<file path="src/rtl/core/hbsf_pkg.sv">
// ----------------------------------------------------------------------------
// hbsf_pkg
// Shared types, constants and the FCS byte update for the HDLC framer.
// ----------------------------------------------------------------------------
package hbsf_pkg;

	// Line word width; the output request is sized from it
	localparam int WORD_BITS = 8;

	// Default for the top-level parameter
	localparam int DEF_START_FLAGS = 1;

	// Chunk queue between front and back
	localparam int QUEUE_DEPTH = 4;

	// One byte grows to at most ten line bits after stuffing
	localparam int MAX_CHUNK_BITS = 10;
	localparam int CHUNK_N_W      = 4;

	localparam logic [7:0]  FLAG_BYTE  = 8'h7E;
	localparam logic [2:0]  STUFF_RUN  = 3'd5;
	localparam logic [15:0] FCS_PRESET = 16'hFFFF;
	localparam logic [15:0] FCS_POLY   = 16'h8408;

	localparam int          TOTAL_W   = 14;
	localparam logic [13:0] TOTAL_MAX = 14'h3FFF;

	// Input request: one frame byte
	typedef struct packed {
		logic [7:0] data_byte;
		logic       is_last;
		logic       flush_tail;
	} byte_item_t;

	// Output request: one packed line word
	typedef struct packed {
		logic [WORD_BITS-1:0] out_word;
		logic [3:0]           valid_bits;
		logic                 frame_end;
		logic [TOTAL_W-1:0]   frame_bit_count;
		logic                 last_of_run;
	} word_item_t;

	// Work unit handed from the front to the back
	typedef enum logic [1:0] {
		CK_FLAG,
		CK_DATA,
		CK_TAIL
	} chunk_kind_t;

	typedef struct packed {
		chunk_kind_t kind;
		logic [7:0]  data;
		logic        first;        // first chunk of an input byte
		logic        frame_start;  // first chunk of a frame
		logic        item_end;     // last chunk of an input byte
		logic        frame_last;   // chunk belongs to the closing byte
	} chunk_t;

	// Front sequencer states
	typedef enum logic [2:0] {
		FR_IDLE,
		FR_FLAG,
		FR_DATA,
		FR_FCS_LO,
		FR_FCS_HI,
		FR_CLOSE,
		FR_TAIL
	} fr_state_t;

	// Line bits of one chunk, right aligned, earliest bit highest
	typedef struct packed {
		logic [MAX_CHUNK_BITS-1:0] bits;
		logic [CHUNK_N_W-1:0]      n;
		logic [2:0]                ones;
	} line_bits_t;

	// Advance the reflected CRC-16 by one byte
	function automatic logic [15:0] crc16_byte(input logic [15:0] crc_in,
			input logic [7:0] byte_in);
		logic [15:0] c;
		c = crc_in ^ {8'h00, byte_in};
		for (int i = 0; i < 8; i++) begin
			if (c[0]) begin
				c = (c >> 1) ^ FCS_POLY;
			end else begin
				c = c >> 1;
			end
		end
		return c;
	endfunction

endpackage

</file>
<file path="src/rtl/core/hbsf_front.sv">
// ----------------------------------------------------------------------------
// hbsf_front
// Accepts frame bytes, runs the FCS and splits each byte into chunks.
// ----------------------------------------------------------------------------
module hbsf_front
	import hbsf_pkg::*;
#(
	parameter int START_FLAGS = DEF_START_FLAGS
) (
	input  logic       clk,
	input  logic       arst_n,
	input  logic       byte_valid,
	output logic       byte_ready,
	input  byte_item_t byte_item,
	output logic       chunk_valid,
	input  logic       chunk_ready,
	output chunk_t     chunk
);

	localparam int FLAG_CNT_W = (START_FLAGS > 1) ? $clog2(START_FLAGS) : 1;

	fr_state_t               state_q, state_d;
	logic                    in_frame_q;
	logic [15:0]             fcs_q;
	logic [15:0]             fcs_out_q;
	logic [7:0]              data_q;
	logic                    last_q;
	logic                    flush_q;
	logic                    start_q;
	logic [FLAG_CNT_W-1:0]   flag_cnt_q;

	logic                    accept;
	logic                    push;
	logic                    frame_start_in;
	logic [15:0]             crc_next;
	logic                    last_flag;

	assign frame_start_in = !in_frame_q;
	assign crc_next       = crc16_byte(frame_start_in ? FCS_PRESET : fcs_q,
		byte_item.data_byte);
	assign last_flag      = (flag_cnt_q == FLAG_CNT_W'(START_FLAGS - 1));

	// Build the current chunk, the handshake and the next state
	always_comb begin
		chunk.kind        = CK_FLAG;
		chunk.data        = FLAG_BYTE;
		chunk.first       = 1'b0;
		chunk.frame_start = 1'b0;
		chunk.item_end    = 1'b0;
		chunk.frame_last  = last_q;
		chunk_valid       = (state_q != FR_IDLE);
		case (state_q)
			FR_FLAG: begin
				chunk.first       = start_q && (flag_cnt_q == '0);
				chunk.frame_start = start_q && (flag_cnt_q == '0);
			end
			FR_DATA: begin
				chunk.kind     = CK_DATA;
				chunk.data     = data_q;
				chunk.first    = !start_q;
				chunk.item_end = !last_q;
			end
			FR_FCS_LO: begin
				chunk.kind = CK_DATA;
				chunk.data = fcs_out_q[7:0];
			end
			FR_FCS_HI: begin
				chunk.kind = CK_DATA;
				chunk.data = fcs_out_q[15:8];
			end
			FR_CLOSE: begin
				chunk.item_end = !flush_q;
			end
			FR_TAIL: begin
				chunk.kind     = CK_TAIL;
				chunk.item_end = 1'b1;
			end
			default: begin
				chunk_valid = 1'b0;
			end
		endcase

		push       = chunk_valid && chunk_ready;
		byte_ready = (state_q == FR_IDLE) || (push && chunk.item_end);
		accept     = byte_valid && byte_ready;

		state_d = state_q;
		if (push) begin
			case (state_q)
				FR_FLAG:   state_d = last_flag ? FR_DATA : FR_FLAG;
				FR_DATA:   state_d = last_q ? FR_FCS_LO : FR_IDLE;
				FR_FCS_LO: state_d = FR_FCS_HI;
				FR_FCS_HI: state_d = FR_CLOSE;
				FR_CLOSE:  state_d = flush_q ? FR_TAIL : FR_IDLE;
				default:   state_d = FR_IDLE;
			endcase
		end
		if (accept) begin
			state_d = frame_start_in ? FR_FLAG : FR_DATA;
		end
	end

	// State and frame tracking
	always_ff @(posedge clk or negedge arst_n) begin
		if (!arst_n) begin
			state_q    <= FR_IDLE;
			in_frame_q <= 1'b0;
			fcs_q      <= FCS_PRESET;
			flag_cnt_q <= '0;
		end else begin
			state_q <= state_d;
			if (accept) begin
				in_frame_q <= !byte_item.is_last;
				fcs_q      <= byte_item.is_last ? FCS_PRESET : crc_next;
				flag_cnt_q <= '0;
			end else if (push && (state_q == FR_FLAG)) begin
				flag_cnt_q <= flag_cnt_q + 1'b1;
			end
		end
	end

	// Hold the accepted byte
	always_ff @(posedge clk) begin
		if (accept) begin
			data_q    <= byte_item.data_byte;
			last_q    <= byte_item.is_last;
			flush_q   <= byte_item.flush_tail;
			start_q   <= frame_start_in;
			fcs_out_q <= ~crc_next;
		end
	end

	a_no_accept_mid_byte: assert property (@(posedge clk) disable iff (!arst_n)
		push && !chunk.item_end |-> !byte_ready)
		else $error("byte accepted before the current byte was fully split");

endmodule

</file>
<file path="src/rtl/core/hbsf_queue.sv">
// ----------------------------------------------------------------------------
// hbsf_queue
// Small chunk queue that decouples the front from the back.
// ----------------------------------------------------------------------------
module hbsf_queue
	import hbsf_pkg::*;
(
	input  logic   clk,
	input  logic   arst_n,
	input  logic   wr_valid,
	output logic   wr_ready,
	input  chunk_t wr_chunk,
	output logic   rd_valid,
	input  logic   rd_ready,
	output chunk_t rd_chunk
);

	localparam int PTR_W   = $clog2(QUEUE_DEPTH);
	localparam int COUNT_W = $clog2(QUEUE_DEPTH + 1);

	chunk_t             mem_q [QUEUE_DEPTH];
	logic [PTR_W-1:0]   wr_ptr_q;
	logic [PTR_W-1:0]   rd_ptr_q;
	logic [COUNT_W-1:0] count_q;
	logic               wr_go;
	logic               rd_go;

	assign wr_ready = (count_q != COUNT_W'(QUEUE_DEPTH));
	assign rd_valid = (count_q != '0);
	assign rd_chunk = mem_q[rd_ptr_q];
	assign wr_go    = wr_valid && wr_ready;
	assign rd_go    = rd_valid && rd_ready;

	// Advance pointers and fill level
	always_ff @(posedge clk or negedge arst_n) begin
		if (!arst_n) begin
			wr_ptr_q <= '0;
			rd_ptr_q <= '0;
			count_q  <= '0;
		end else begin
			if (wr_go) begin
				wr_ptr_q <= wr_ptr_q + 1'b1;
			end
			if (rd_go) begin
				rd_ptr_q <= rd_ptr_q + 1'b1;
			end
			if (wr_go && !rd_go) begin
				count_q <= count_q + 1'b1;
			end else if (rd_go && !wr_go) begin
				count_q <= count_q - 1'b1;
			end
		end
	end

	// Store entries
	always_ff @(posedge clk) begin
		if (wr_go) begin
			mem_q[wr_ptr_q] <= wr_chunk;
		end
	end

	a_count_bound: assert property (@(posedge clk) disable iff (!arst_n)
		count_q <= COUNT_W'(QUEUE_DEPTH))
		else $error("chunk queue fill level out of range");

endmodule

</file>
<file path="src/rtl/core/hbsf_back.sv">
// ----------------------------------------------------------------------------
// hbsf_back
// Stuffs chunk bits, packs them into words and marks run and frame ends.
// ----------------------------------------------------------------------------
module hbsf_back
	import hbsf_pkg::*;
(
	input  logic       clk,
	input  logic       arst_n,
	input  logic       chunk_valid,
	output logic       chunk_ready,
	input  chunk_t     chunk,
	output logic       word_valid,
	input  logic       word_ready,
	output word_item_t word_item
);

	localparam int ACC_W = WORD_BITS + MAX_CHUNK_BITS - 1;
	localparam int CNT_W = $clog2(ACC_W + 1);
	localparam int NB_W  = $clog2(WORD_BITS + 1);

	// Accumulator of line bits not yet packed out
	logic [ACC_W-1:0]   acc_q;
	logic [CNT_W-1:0]   acc_cnt_q;
	logic [2:0]         ones_q;
	logic [TOTAL_W-1:0] total_q;

	// Ownership of the newest chunk taken
	logic               cur_tag_q;
	logic               cur_done_q;
	logic               done_end_q;
	logic [TOTAL_W-1:0] done_total_q;

	// Word held until it is known whether it ends its run
	logic                 p_valid_q;
	logic [WORD_BITS-1:0] p_word_q;
	logic [NB_W-1:0]      p_nbits_q;
	logic                 p_tag_q;

	// Output register
	logic       o_valid_q;
	word_item_t o_item_q;

	logic                 out_free;
	logic                 p_free;
	logic                 full_avail;
	logic                 p_final;
	logic                 emit_full;
	logic                 tail_emit;
	logic                 emit;
	logic                 p_release;
	logic                 is_tail;
	logic                 take;
	logic [CNT_W-1:0]     acc_after;
	logic [WORD_BITS-1:0] full_word;
	logic [WORD_BITS-1:0] tail_word;
	logic [WORD_BITS-1:0] emit_word;
	logic [NB_W-1:0]      emit_nbits;
	line_bits_t           lb;
	logic [TOTAL_W-1:0]   total_base;
	logic [TOTAL_W:0]     total_sum;
	logic [TOTAL_W-1:0]   total_new;

	// Serialize one byte, LSB first, with optional zero insertion
	function automatic line_bits_t line_bits(input logic [7:0] b,
			input logic [2:0] ones_in, input logic stuff_en);
		line_bits_t r;
		r.bits = '0;
		r.n    = '0;
		r.ones = ones_in;
		for (int i = 0; i < 8; i++) begin
			r.bits = {r.bits[MAX_CHUNK_BITS-2:0], b[i]};
			r.n    = r.n + 1'b1;
			if (stuff_en) begin
				if (b[i]) begin
					if (r.ones == STUFF_RUN - 3'd1) begin
						r.bits = {r.bits[MAX_CHUNK_BITS-2:0], 1'b0};
						r.n    = r.n + 1'b1;
						r.ones = '0;
					end else begin
						r.ones = r.ones + 1'b1;
					end
				end else begin
					r.ones = '0;
				end
			end
		end
		return r;
	endfunction

	// Decide what moves this cycle
	assign out_free   = !o_valid_q || word_ready;
	assign p_free     = !p_valid_q || out_free;
	assign full_avail = (acc_cnt_q >= CNT_W'(WORD_BITS));
	assign p_final    = p_valid_q &&
		((p_tag_q != cur_tag_q) || (cur_done_q && !full_avail));
	assign emit_full  = full_avail && p_free;
	assign acc_after  = emit_full ? (acc_cnt_q - CNT_W'(WORD_BITS)) : acc_cnt_q;
	assign is_tail    = (chunk.kind == CK_TAIL);

	assign chunk_ready = (acc_after < CNT_W'(WORD_BITS)) &&
		(!p_final || out_free) &&
		(!is_tail || (!full_avail && p_free));
	assign take        = chunk_valid && chunk_ready;
	assign tail_emit   = take && is_tail && (acc_cnt_q != '0);
	assign emit        = emit_full || tail_emit;
	assign p_release   = p_valid_q && out_free && (p_final || emit);

	// Extract a full word or the MSB-aligned tail
	assign full_word  = WORD_BITS'(acc_q >> (acc_cnt_q - CNT_W'(WORD_BITS)));
	assign tail_word  = WORD_BITS'(acc_q << (CNT_W'(WORD_BITS) - acc_cnt_q));
	assign emit_word  = tail_emit ? tail_word : full_word;
	assign emit_nbits = tail_emit ? NB_W'(acc_cnt_q) : NB_W'(WORD_BITS);

	// Serialize the incoming chunk and count its bits
	assign lb = line_bits(chunk.data, chunk.frame_start ? 3'd0 : ones_q,
		chunk.kind == CK_DATA);
	assign total_base = chunk.frame_start ? '0 : total_q;
	assign total_sum  = {1'b0, total_base} + (TOTAL_W + 1)'(lb.n);
	assign total_new  = (total_sum > {1'b0, TOTAL_MAX}) ? TOTAL_MAX :
		total_sum[TOTAL_W-1:0];

	// Control state
	always_ff @(posedge clk or negedge arst_n) begin
		if (!arst_n) begin
			acc_cnt_q  <= '0;
			ones_q     <= '0;
			total_q    <= '0;
			cur_tag_q  <= 1'b0;
			cur_done_q <= 1'b1;
			done_end_q <= 1'b0;
			p_valid_q  <= 1'b0;
			p_tag_q    <= 1'b0;
			o_valid_q  <= 1'b0;
		end else begin
			p_valid_q <= emit || (p_valid_q && !p_release);
			o_valid_q <= p_release || (o_valid_q && !word_ready);
			if (emit) begin
				p_tag_q <= cur_tag_q;
			end
			if (take) begin
				acc_cnt_q  <= is_tail ? '0 : (acc_after + CNT_W'(lb.n));
				cur_done_q <= chunk.item_end;
				if (chunk.first) begin
					cur_tag_q <= !cur_tag_q;
				end
				if (!is_tail) begin
					ones_q  <= lb.ones;
					total_q <= total_new;
				end
				if (chunk.item_end) begin
					done_end_q <= chunk.frame_last;
				end
			end else begin
				acc_cnt_q <= acc_after;
			end
		end
	end

	// Payload registers
	always_ff @(posedge clk) begin
		if (take && !is_tail) begin
			acc_q <= ACC_W'(acc_q << lb.n) | ACC_W'(lb.bits);
		end
		if (take && chunk.item_end) begin
			done_total_q <= is_tail ? total_q : total_new;
		end
		if (emit) begin
			p_word_q  <= emit_word;
			p_nbits_q <= emit_nbits;
		end
		if (p_release) begin
			o_item_q.out_word        <= p_word_q;
			o_item_q.valid_bits      <= p_nbits_q[3:0];
			o_item_q.frame_end       <= p_final && done_end_q;
			o_item_q.frame_bit_count <= (p_final && done_end_q) ? done_total_q : '0;
			o_item_q.last_of_run     <= p_final;
		end
	end

	assign word_valid = o_valid_q;
	assign word_item  = o_item_q;

	a_end_closes_run: assert property (@(posedge clk) disable iff (!arst_n)
		o_valid_q && o_item_q.frame_end |-> o_item_q.last_of_run)
		else $error("frame end on a word that does not close its run");

	a_count_only_at_end: assert property (@(posedge clk) disable iff (!arst_n)
		o_valid_q && !o_item_q.frame_end |-> o_item_q.frame_bit_count == '0)
		else $error("frame bit count on a word that does not end a frame");

	a_acc_bound: assert property (@(posedge clk) disable iff (!arst_n)
		acc_cnt_q <= CNT_W'(ACC_W))
		else $error("bit accumulator overfilled");

endmodule

</file>
<file path="src/rtl/core/hdlc_bit_stuffing_framer.sv">
// ----------------------------------------------------------------------------
// hdlc_bit_stuffing_framer
// HDLC framer: flags, zero insertion, CRC-16 FCS and word packing.
// ----------------------------------------------------------------------------
// Input channel byte_*: one frame byte per request, LSB first on the line.
//   is_last closes the frame; flush_tail with it emits the partial tail word,
//   otherwise those bits lead the next frame. Opening flags precede the first
//   byte of each frame; FCS and closing flag follow the last.
// Output channel word_*: WORD_BITS-bit words, earliest bit in the MSB.
//   last_of_run marks the final word caused by one input byte; frame_end and
//   frame_bit_count mark the final word of a frame.
// Order: a completed word passes a hold register and the output register;
//   a word that may close its run waits in the hold register until that
//   byte's remaining bits are known.
// Throughput: mid-frame, one byte per cycle while nothing stalls and the back
//   packs one word per cycle; opening flags precede a frame's first byte, and
//   the two FCS bytes, closing flag and a flushed tail follow the closing byte.
//   The packer's one word per cycle sets the sustained rate.
// Reset: queues empty, outside any frame, FCS preset to all ones.
// When the receiver stalls the output register holds, then the packer and
//   the chunk queue fill, and byte_ready drops.
// ----------------------------------------------------------------------------
module hdlc_bit_stuffing_framer
	import hbsf_pkg::*;
#(
	parameter int START_FLAGS = DEF_START_FLAGS
) (
	input  logic       clk,
	input  logic       arst_n,
	input  logic       byte_valid,
	output logic       byte_ready,
	input  byte_item_t byte_item,
	output logic       word_valid,
	input  logic       word_ready,
	output word_item_t word_item
);

	logic   fq_valid;
	logic   fq_ready;
	chunk_t fq_chunk;
	logic   qb_valid;
	logic   qb_ready;
	chunk_t qb_chunk;

	// Split bytes into chunks and run the FCS
	hbsf_front #(
		.START_FLAGS(START_FLAGS)
	) u_front (
		.clk        (clk),
		.arst_n     (arst_n),
		.byte_valid (byte_valid),
		.byte_ready (byte_ready),
		.byte_item  (byte_item),
		.chunk_valid(fq_valid),
		.chunk_ready(fq_ready),
		.chunk      (fq_chunk)
	);

	// Decouple front and back
	hbsf_queue u_queue (
		.clk     (clk),
		.arst_n  (arst_n),
		.wr_valid(fq_valid),
		.wr_ready(fq_ready),
		.wr_chunk(fq_chunk),
		.rd_valid(qb_valid),
		.rd_ready(qb_ready),
		.rd_chunk(qb_chunk)
	);

	// Stuff, pack and mark words
	hbsf_back u_back (
		.clk        (clk),
		.arst_n     (arst_n),
		.chunk_valid(qb_valid),
		.chunk_ready(qb_ready),
		.chunk      (qb_chunk),
		.word_valid (word_valid),
		.word_ready (word_ready),
		.word_item  (word_item)
	);

endmodule
</file>
<file path="config.mk">
export PLATFORM = sky130hd
export DESIGN_NAME = hdlc_bit_stuffing_framer
export DESIGN_NICKNAME = d
export VERILOG_FILES = /design/src/rtl/core/hbsf_pkg.sv /design/src/rtl/core/hbsf_front.sv /design/src/rtl/core/hbsf_queue.sv /design/src/rtl/core/hbsf_back.sv /design/src/rtl/core/hdlc_bit_stuffing_framer.sv
export SDC_FILE = /design/constraint.sdc
export NUM_CORES = 1
export LEC_CHECK = 0
export ABC_AREA = 1
export BUFFER_PORTS_ARGS = -buffer_cell sky130_fd_sc_hd__buf_4
export CORE_MARGIN = 2
export CORE_UTILIZATION = 35
export DETAILED_ROUTE_END_ITERATION = 7
export SETUP_SLACK_MARGIN = 0.3
export SYNTH_ARGS = -nofsm -noshare
export SYNTH_HDL_FRONTEND = slang
export SYNTH_SLANG_ARGS = --single-unit
</file>
<file path="constraint.sdc">
create_clock -name clk -period 8.1 [get_ports clk]
set_input_delay 2.025 -clock clk [delete_from_list [all_inputs] [get_ports clk]]
set_output_delay 2.025 -clock clk [all_outputs]
set_load 0.1 [all_outputs]
</file>
==> metrics.txt, run 1 <==
xor-xnor portion of the synthesized cell area about 3.4%; Final #Nets ~1,700; hold path cells 0; count leader, synth nand2_1; final hold vios 0; Core Region 37,400 µm²; Crit Path Class flip-flop to flip-flop; CTS Sinks 210; H-Tree Depth 1; die area 39,300 µm²; Max Buffers Root-to-Sink 3; slowest CP cell dfrtp_2; Die Height 198 µm; Post-Synth Adder-Cell Area 4.90%; Mapped Cells around 1,600; Detailed Route Iter0 Violations 686; synth unique cells 57; router iterations before antenna repair 5; Root Buffer clkbuf_16; CP Launch Type flip-flop; max incr delay on CP approximately 0.43 ns; Synth top area share approximately a third; synth warn 0; Synth top cells by count nand2_1 (379), inv_1 (230), edfxtp_1 (154); final worst path period share 92.1%; status complete, no violations; largest family of logic cells by synthesized area simple AND/OR/NAND/NOR gates; pin count of the biggest net entering global routing 57; crit end category flip-flop; final setup fails 0; DR WL/cell 14.2 µm; Vias per Instance 4.90; simple-gate share of the synthesized area 24.7%; max-cap violations 0; post-route minimum period roughly 7.5 ns; IO Pins 44; clock skew 0.0181 ns; min-delay worst type flip-flop to flip-flop; top cells by area, synth edfxtp_1 (35%), nand2_1 (11%), dfrtp_1 (7.4%); fraction of synthesized area in multiplexers less than 1%; overall routing resource usage 15.9%; Avg Cell Area, Syn 8.38 µm²; prevailing post-synth register cell edfxtp_1; gpl congestion 0.848; hold_ws 0.418 ns; Routed Antenna Nets 0; number of diodes 0; Die X-Extent ~200 µm; number of enable flip-flop cells after synthesis 154; worst path arrival time 7.74 ns; share of cells above drive strength 1 20.6%; dpl cell area 14,200 µm²; Slew headroom 22.1%; worst r2r path cells 57; CTS tree yes; asr flop ratio synth 26.7%; Routed WL approximately 31 mm; row count 71; clock slew at reported path FFs 0.06 ns; post-synth top area cell edfxtp_1; Compound-Gate Fraction of Synth Area 12.0%; cts hold-fix bufs 0; DRC violations left 0; initial antenna violation count 0; Critical Path RT 8.38 ns; Overflow after GRT 0; synthesized area 13,200 µm²; PortBufs 43; Initial Utilization between 30% and 40%; Vias around 11,000; Num CTS Buffers 24; Final Cell Area between 15,000 and 20,000 µm²; Worst-Skew Late Latency 0.53 ns; global-route wire length before repair 51.2 mm; maximum clock frequency between 100 and 150 MHz; layout overhead on the synthesized area 20.0%; CP Max Fanout 19; RSZ-0062 raised after global routing no; measured slew at the worst slew-check pin roughly 1.2 ns; Synth Register Bits 210; register area share after synthesis between 40% and 50%; Final Slew Violations 0; post-DP HPWL 22.5 mm; number of global-route vias before repair 10,500
==> stage by stage <==
| step | setup slack, ns | setup TNS, ns | cells | utilization (%) |
|---|---|---|---|---|
| floorplan | 0.349 | 0 | 1578 | - |
| finish | 0.639 | 0 | 2211 | 42.4 |
| global route | 0.102 | 0 | 2211 | 42.4 |
| detailed placement | -0.127 | -0.204 | 2116 | 38.0 |
| global placement | 0.208 | 0 | 2116 | 38.0 |
| CTS | 0.311 | 0 | 2172 | 40.6 |
==> registers in the layout, summed over array words and instances, names as in the netlist, 3 cells and up <==
register,cells
u_queue.mem_q,56
u_front.fcs_q,16
u_queue.count_q,3
u_front.fcs_out_q,16
u_back.p_word_q,8
u_back.done_total_q,14
u_back.ones_q,3
u_back.p_nbits_q,4
u_back.word_item,28
u_front.data_q,8
u_back.acc_cnt_q,5
u_front.state_q,3
u_back.acc_q,17
u_back.total_q,14
==> area by class of cell <==
type,instances,area [µm²]
Fill cell,3701,21500
Multi-Input combinational cell,1079,6500
Sequential cell,210,6050
Timing Repair Buffer,122,932
Inverter,243,925
Clock buffer,33,717
Tap cell,511,639
Clock inverter,11,96.3
Timing Repair inverter,2,12.5
==> worst max-delay path: cells and delay by family, from the launching register on <==
kind / cells / cell delay [ns]
DFF: 1 / 0.43
adders and majority gates: 8 / 1.67
AOI/OAI and AO/OA: 5 / 0.45
buffers and inverters: 13 / 1.16
and+or+nand+nor: 31 / 3.48
==> per-layer routing <==
layer	wire, µm	GRT usage (%)	part of all wire (%)
met2	15000	27.7	48
met4	789	4.87	2.5
met3	1120	1.98	3.6
met5	0	0	0
met1	14500	20.5	46
==> cell families (layout without fill, tap and decap cells) <==
group / after synthesis / count (layout)
and+or+nand+nor: 713 / 713
buffers and inverters: 289 / 411
AOI/OAI and AO/OA: 257 / 257
DFF: 210 / 210
adders and majority gates: 50 / 50
xor gates and xnor gates: 49 / 49
muxes: 7 / 7
other: 2 / 3
==> timing repair <==
item	CTS	global route
setup buffers	11	38
gates resized for setup	18	82
endpoints found under the setup margin	31	51
pin swaps	7	42
gates cloned	1	1
==> worst paths after layout <==
check | from | to | slack, ns
setup / recovery | u_queue.rd_ptr_q[0] | u_back.done_total_q[11] | 0.64
hold / removal | u_back.p_word_q[2] | u_back.word_item[22] | 0.42
setup reg to reg | u_queue.rd_ptr_q[0] | u_back.done_total_q[11] | 0.64
hold reg to reg | u_back.p_word_q[2] | u_back.word_item[22] | 0.42
max in group asynchronous | arst_n | u_queue.rd_ptr_q[0] | 5.93
min in group asynchronous | arst_n | u_queue.wr_ptr_q[1] | 1.60
==> cells in the final DEF (no fill, tap or decap), types with 8 or more instances in the layout <==
cell type and instances:
nor2_4 8, o211ai_1 14, xnor2_1 21, nor2_1 108
o31ai_1 8, buf_4 120, nand2_4 15, clkbuf_16 26
o21ai_1 19, xor2_1 24, dfrtp_1 38, nor3_1 9
a22oi_2 8, a21oi_1 28, nand3_1 89, nand4_1 38
o22ai_1 15, a21oi_2 8, nand2_1 359, edfxtp_1 154
nand3_2 25, a22oi_1 21, o221ai_1 9, dfstp_2 17
ha_4 13, inv_1 221, ha_1 29, nor2_2 8
o21ai_0 101, inv_2 18, nand2_2 38
Power of run 1 is not shown: default switching activity piles up to over one toggle a cycle in this logic, so the estimate is an artifact.
==> run 2, diff against run 1 <==
--- a/config.mk
+++ b/config.mk
@@ -10,6 +10,7 @@
 export CORE_MARGIN = 2
 export CORE_UTILIZATION = 35
 export DETAILED_ROUTE_END_ITERATION = 7
+export GPL_TIMING_DRIVEN = 0
 export SETUP_SLACK_MARGIN = 0.3
 export SYNTH_ARGS = -nofsm -noshare
 export SYNTH_HDL_FRONTEND = slang
==> run 2 against run 1 <==
Die area unchanged. Via count grew 1.4%. Highest routed layer unchanged. Worst setup slack got worse by 0.23 ns. Sequential share of layout area decreased by 1.6 points. Maximum frequency fell by 3.0%. Final area is 4.3% higher. Sequential cell count unchanged. Register-to-register slack worse by 0.23 ns. Core utilization up 1.8 points. Clock skew fell by 0.0035 ns. First-iteration DRC count is 4.4% higher.
==> metrics.txt, run 2 (synthesis gave the netlist of run 1 again) <==
dpl cell area around 14,000 µm²; post-route minimum period 7.69 ns; PortBufs 43; Initial Utilization 35.4%; Crit Path Class flip-flop to flip-flop; Vias per Instance 4.87; Final Cell Area 16,500 µm²; measured slew at the worst slew-check pin 1.07 ns; overall routing resource usage 16.5%; slowest CP cell dfrtp_1; worst path arrival time slightly below 8 ns; Vias 11,000; cts hold-fix bufs 0; CP Max Fanout 7; Routed Antenna Nets 0; post-DP HPWL 23.1 mm; fin util 44.3%; Multi-input gate area 6800 µm²; DR WL/cell 14.6 µm; row count 71; gpl congestion 0.880; initial antenna violation count 0; DRC violations left 0; Max Buffers Root-to-Sink 3; Routed WL 32.9 mm; router iterations before antenna repair 5; Detailed Route Iter0 Violations between 700 and 800; final hold vios 0; clock skew 0.0145 ns; FF+latch area 6050 µm²; number of diodes 0; most frequent cells in the layout nand2_1 (349), inv_1 (212), edfxtp_1 (154); Core Region 37,400 µm²; most frequent cell on the critical path nand2_2; pin count of the biggest net entering global routing 57; status complete, no violations; layout overhead on the synthesized area 25.2%; global-route wire length before repair 52.5 mm; crit end category flip-flop; max-cap violations 0; RSZ-0062 raised after global routing yes; hold_ws 0.417 ns; Critical Path RT approximately 8.3 ns; number of flip-flops in the largest register 56; Final #Nets 1,793; number of global-route vias before repair 10,500; min-delay worst type flip-flop to flip-flop; die area just under 40,000 µm²; Final Slew Violations 0; Slew headroom 28.7%; max incr delay on CP 0.42 ns; Fill cells 3,539; Most flops, register u_queue.mem_q; final setup fails 0; CP Launch Type flip-flop; Worst-Skew Late Latency 0.54 ns; Num CTS Buffers 25; clock slew at reported path FFs 0.06 ns; share of cells above drive strength 1 23.4%; Die X-Extent 198 µm; Root Buffer clkbuf_16; Overflow after GRT 0; commonest non-fill, non-tap cell in the layout nand2_1; CTS Sinks 210; setup TNS 0 ns; IO Pins between 40 and 50; maximum clock frequency 130 MHz; final worst path period share 95.0%; Die Height 198 µm; CTS tree yes; H-Tree Depth 1
## run 2: final timing paths
kind                                     startpoint  cells past startpoint                       to  slack, ns
worst max-delay path            u_queue.rd_ptr_q[0]                     61  u_back.done_total_q[10]       0.41
worst min-delay path            u_back.p_nbits_q[2]                      0     u_back.word_item[18]       0.42
worst max register to register  u_queue.rd_ptr_q[0]                     61  u_back.done_total_q[10]       0.41
worst min register to register  u_back.p_nbits_q[2]                      0     u_back.word_item[18]       0.42
max in group asynchronous                    arst_n                      1      u_queue.rd_ptr_q[1]       5.96
min in group asynchronous                    arst_n                      1       u_front.state_q[2]       1.58
## run 2: repair_timing
action | CTS | global route
endpoints found under the setup margin | 52 | 51
resized for setup | 92 | 97
cloned | 0 | 0
buffers inserted | 32 | 49
pin swaps | 33 | 68
## run 2: layer usage
metal / GRT usage [%] / vias up / share of wire [%]
met5: 0 / - / 0
met4: 4.43 / 0 / 2.3
met3: 2.40 / 63 / 4.5
met2: 29.4 / 258 / 49
met1: 20.7 / 5093 / 44
li1: - / 5581 / -
## run 2: final cells by class
cell class	count	area share, %
plain buffers	46	1.84
clock buffers	30	4.01
clock inverters	16	1.17
inverters	243	5.69
multi-input cells	1079	41.1
flip-flops and latches	210	36.5
well taps	511	3.86
repair buffers	124	5.79
## run 2: metrics by stage
step	instances	setup WS [ns]
floorplan	1578	0.349
finish	2259	0.408
detailed placement	2132	-1.53
global placement	2132	-1.39
CTS	2210	0.312
global route	2259	-0.0309
## run 2: critical path, delay by kind of cell (launching register included)
family | cells | cell delay [ns]
xor gates and xnor gates | 2 | 0.41
adders and majority gates | 8 | 1.69
AOI/OAI and AO/OA | 5 | 0.71
buffers and inverters | 17 | 1.40
and+or+nand+nor | 29 | 2.75
DFF | 1 | 0.42
Power of run 2 is left out for the same reason.
==> run 3, diff against run 2 <==
--- a/config.mk
+++ b/config.mk
@@ -9,9 +9,11 @@
 export BUFFER_PORTS_ARGS = -buffer_cell sky130_fd_sc_hd__buf_4
 export CORE_MARGIN = 2
 export CORE_UTILIZATION = 35
+export CTS_CLUSTER_DIAMETER = 40
 export DETAILED_ROUTE_END_ITERATION = 7
 export GPL_TIMING_DRIVEN = 0
 export SETUP_SLACK_MARGIN = 0.3
 export SYNTH_ARGS = -nofsm -noshare
 export SYNTH_HDL_FRONTEND = slang
+export SYNTH_HIERARCHICAL = 1
 export SYNTH_SLANG_ARGS = --single-unit
==> run 3 against run 2 <==
Global-route usage grew 0.41 points. Hold slack worse by 0.0048 ns. Final cell count is 4.4% higher. Final area rose by 3.8%. Clock skew increased by 0.0048 ns. First-iteration DRC count grew 9.8%. Sequential share of layout area is 1.3 points lower. Die area grew 0.75%. Synthesized cell count up 3.8%. Critical path depth decreased by 1.
==> metrics.txt, run 3 <==
Initial Utilization 35.5%; CP Launch Type flip-flop; CP Max Fanout 10; Synth Register Bits 210; CTS Sinks 210; Die Height 199 µm; commonest non-fill, non-tap cell in the layout nand2_1; Synth top area share 34.7%; number of flip-flops in the largest register 56; most frequent cells in the layout nand2_1 (436), inv_1 (196), edfxtp_1 (154); Overflow after GRT 0; crit end category flip-flop; global-route wire length before repair 54.1 mm; asr flop ratio synth 26.7%; post-route minimum period 7.51 ns; synthesized area 13,300 µm²; top cells by area, synth edfxtp_1 (35%), nand2_1 (13%), dfrtp_1 (7.3%); prevailing post-synth register cell edfxtp_1; status complete, no violations; measured slew at the worst slew-check pin 1.14 ns; clock skew 0.0194 ns; Final Cell Area 17,200 µm²; Core Region between 30,000 and 40,000 µm²; Final Slew Violations 0; fin util 45.7%; final setup fails 0; synth unique cells 63; worst path arrival time 7.74 ns; Avg Cell Area, Syn 8.14 µm²; final hold vios 0; H-Tree Depth 2; number of diodes 0; Worst-Skew Late Latency 0.51 ns; # placed instances 2,192; Routed Antenna Nets 0; post-DP HPWL 23.4 mm; overall routing resource usage 16.9%; pre-CTS setup slack -1.02 ns; PortBufs 43; number of enable flip-flop cells after synthesis 154; Critical Path RT 8.34 ns; Final #Nets 1,877; Num CTS Buffers 35; count leader, synth nand2_1; clock slew at reported path FFs about 0.05 ns; DRC violations left 0; Finished Layout Cells 2,359; Detailed Route Iter0 Violations 786; Root Buffer clkbuf_16; share of cells above drive strength 1 26.6%; die area approximately 40,000 µm²; Max Buffers Root-to-Sink 3; IO Pins 44; register area share after synthesis 45.4%; router iterations before antenna repair 5; pin count of the biggest net entering global routing 57; Slew headroom 23.9%; Vias per Instance 4.91; maximum clock frequency 133 MHz; max incr delay on CP ~0.37 ns; post-synth top area cell edfxtp_1; final worst path period share 92.7%; dpl cell area 14,300 µm²; DR WL/cell 14.4 µm; row count 71; Mapped Cells 1,637; Crit Path Class flip-flop to flip-flop; synth warn 6; number of global-route vias before repair 11,000; layout overhead on the synthesized area 28.9%; gpl congestion 0.902; initial antenna violation count 0; min-delay worst type flip-flop to flip-flop; Setup WS post-layout 0.592 ns; Vias about 12,000; Synth top cells by count nand2_1 (471), inv_1 (211), edfxtp_1 (154); CTS tree yes; slowest CP cell dfrtp_1; Die X-Extent roughly 200 µm; max-cap violations 0; Routed WL 34.0 mm; RSZ-0062 raised after global routing no; Most flops, register u_queue/mem_q
run 3: cell count changes in the layout (fill, tap and decap cells not counted), sizes merged, moves of 14 or more:
cell / before / now
nand3: 119 / 149
a21oi: 41 / 55
a22oi: 29 / 13
nand2: 413 / 509
o211ai: 14 / 32
buf: 140 / 173
o21ai: 121 / 94
nand4: 38 / 18
run 3: what timing repair did:
action / CTS / global route
cloned: 1 / 2
gates resized for setup: 78 / 127
pin swaps: 33 / 73
hold buffers: 0 / 0
endpoints found under the setup margin: 28 / 28
buffers inserted: 40 / 60
endpoints found under the hold margin: 0 / 0
run 3: layer usage:
layer / part of all wire [%] / GRT usage (%) / vias up / wire [µm]
li1: - / - / 5779 / -
met1: 44 / 21.8 / 5411 / 15000
met2: 49 / 29.3 / 334 / 16700
met3: 4.4 / 2.18 / 60 / 1500
met4: 2.3 / 5.28 / 0 / 781
met5: 0 / 0 / - / 0
run 3: cell families (layout without fill, tap and decap cells):
family / count (synthesis) / count (layout) / share of synthesized area [%]
XOR/XNOR: 30 / 30 / 2.03
adder cells (fa/ha/maj): 42 / 42 / 4.11
flip-flops: 210 / 210 / 45.4
AND/OR/NAND/NOR: 840 / 840 / 28.5
multiplexers: 1 / 1 / 0.0751
other: 2 / 3 / 0.0564
buffers and inverters: 288 / 498 / 9.23
AO/OA/AOI/OAI: 224 / 224 / 10.6
run 3: final timing paths:
path / from / endpoint / slack, ns / depth (start not counted)
max reg2reg: u_queue/rd_ptr_q[0] / u_back/done_total_q[6] / 0.59 / 60
min in group asynchronous: arst_n / u_front/in_frame_q / 1.63 / 1
min: u_back/p_nbits_q[1] / u_back/word_item[17] / 0.41 / 0
max: u_queue/rd_ptr_q[0] / u_back/done_total_q[6] / 0.59 / 60
max in group asynchronous: arst_n / u_back/ones_q[2] / 5.95 / 1
min reg2reg: u_back/p_nbits_q[1] / u_back/word_item[17] / 0.41 / 0
run 3: critical path, delay by kind of cell, from the launching register on:
| kind | cells | cell delay [ns] |
|---|---|---|
| compound gates | 6 | 0.97 |
| fa+ha+maj | 9 | 2.07 |
| buf+inv | 17 | 1.44 |
| flops | 1 | 0.37 |
| simple gates | 28 | 2.37 |
run 3: final cells by class:
type	instances	area [µm²]
multi-input combinational	1140	6810
sequential	210	6050
clock inverter	26	304
timing repair buffer	145	1140
timing repair inverter	1	8.76
clock buffer	38	887
inverter	237	935
tap	511	639
fill	3592	20400
buffer	51	405
run 3: metrics by stage:
| stage | hold WS, ns | TNS (ns) |
|---|---|---|
| floorplan | 0.400 | 0 |
| global placement | 0.402 | -19.52 |
| detailed placement | 0.405 | -22.93 |
| CTS | 0.412 | 0 |
| global route | 0.421 | 0 |
| finish | 0.412 | 0 |
Power of run 3 is left out for the same reason.
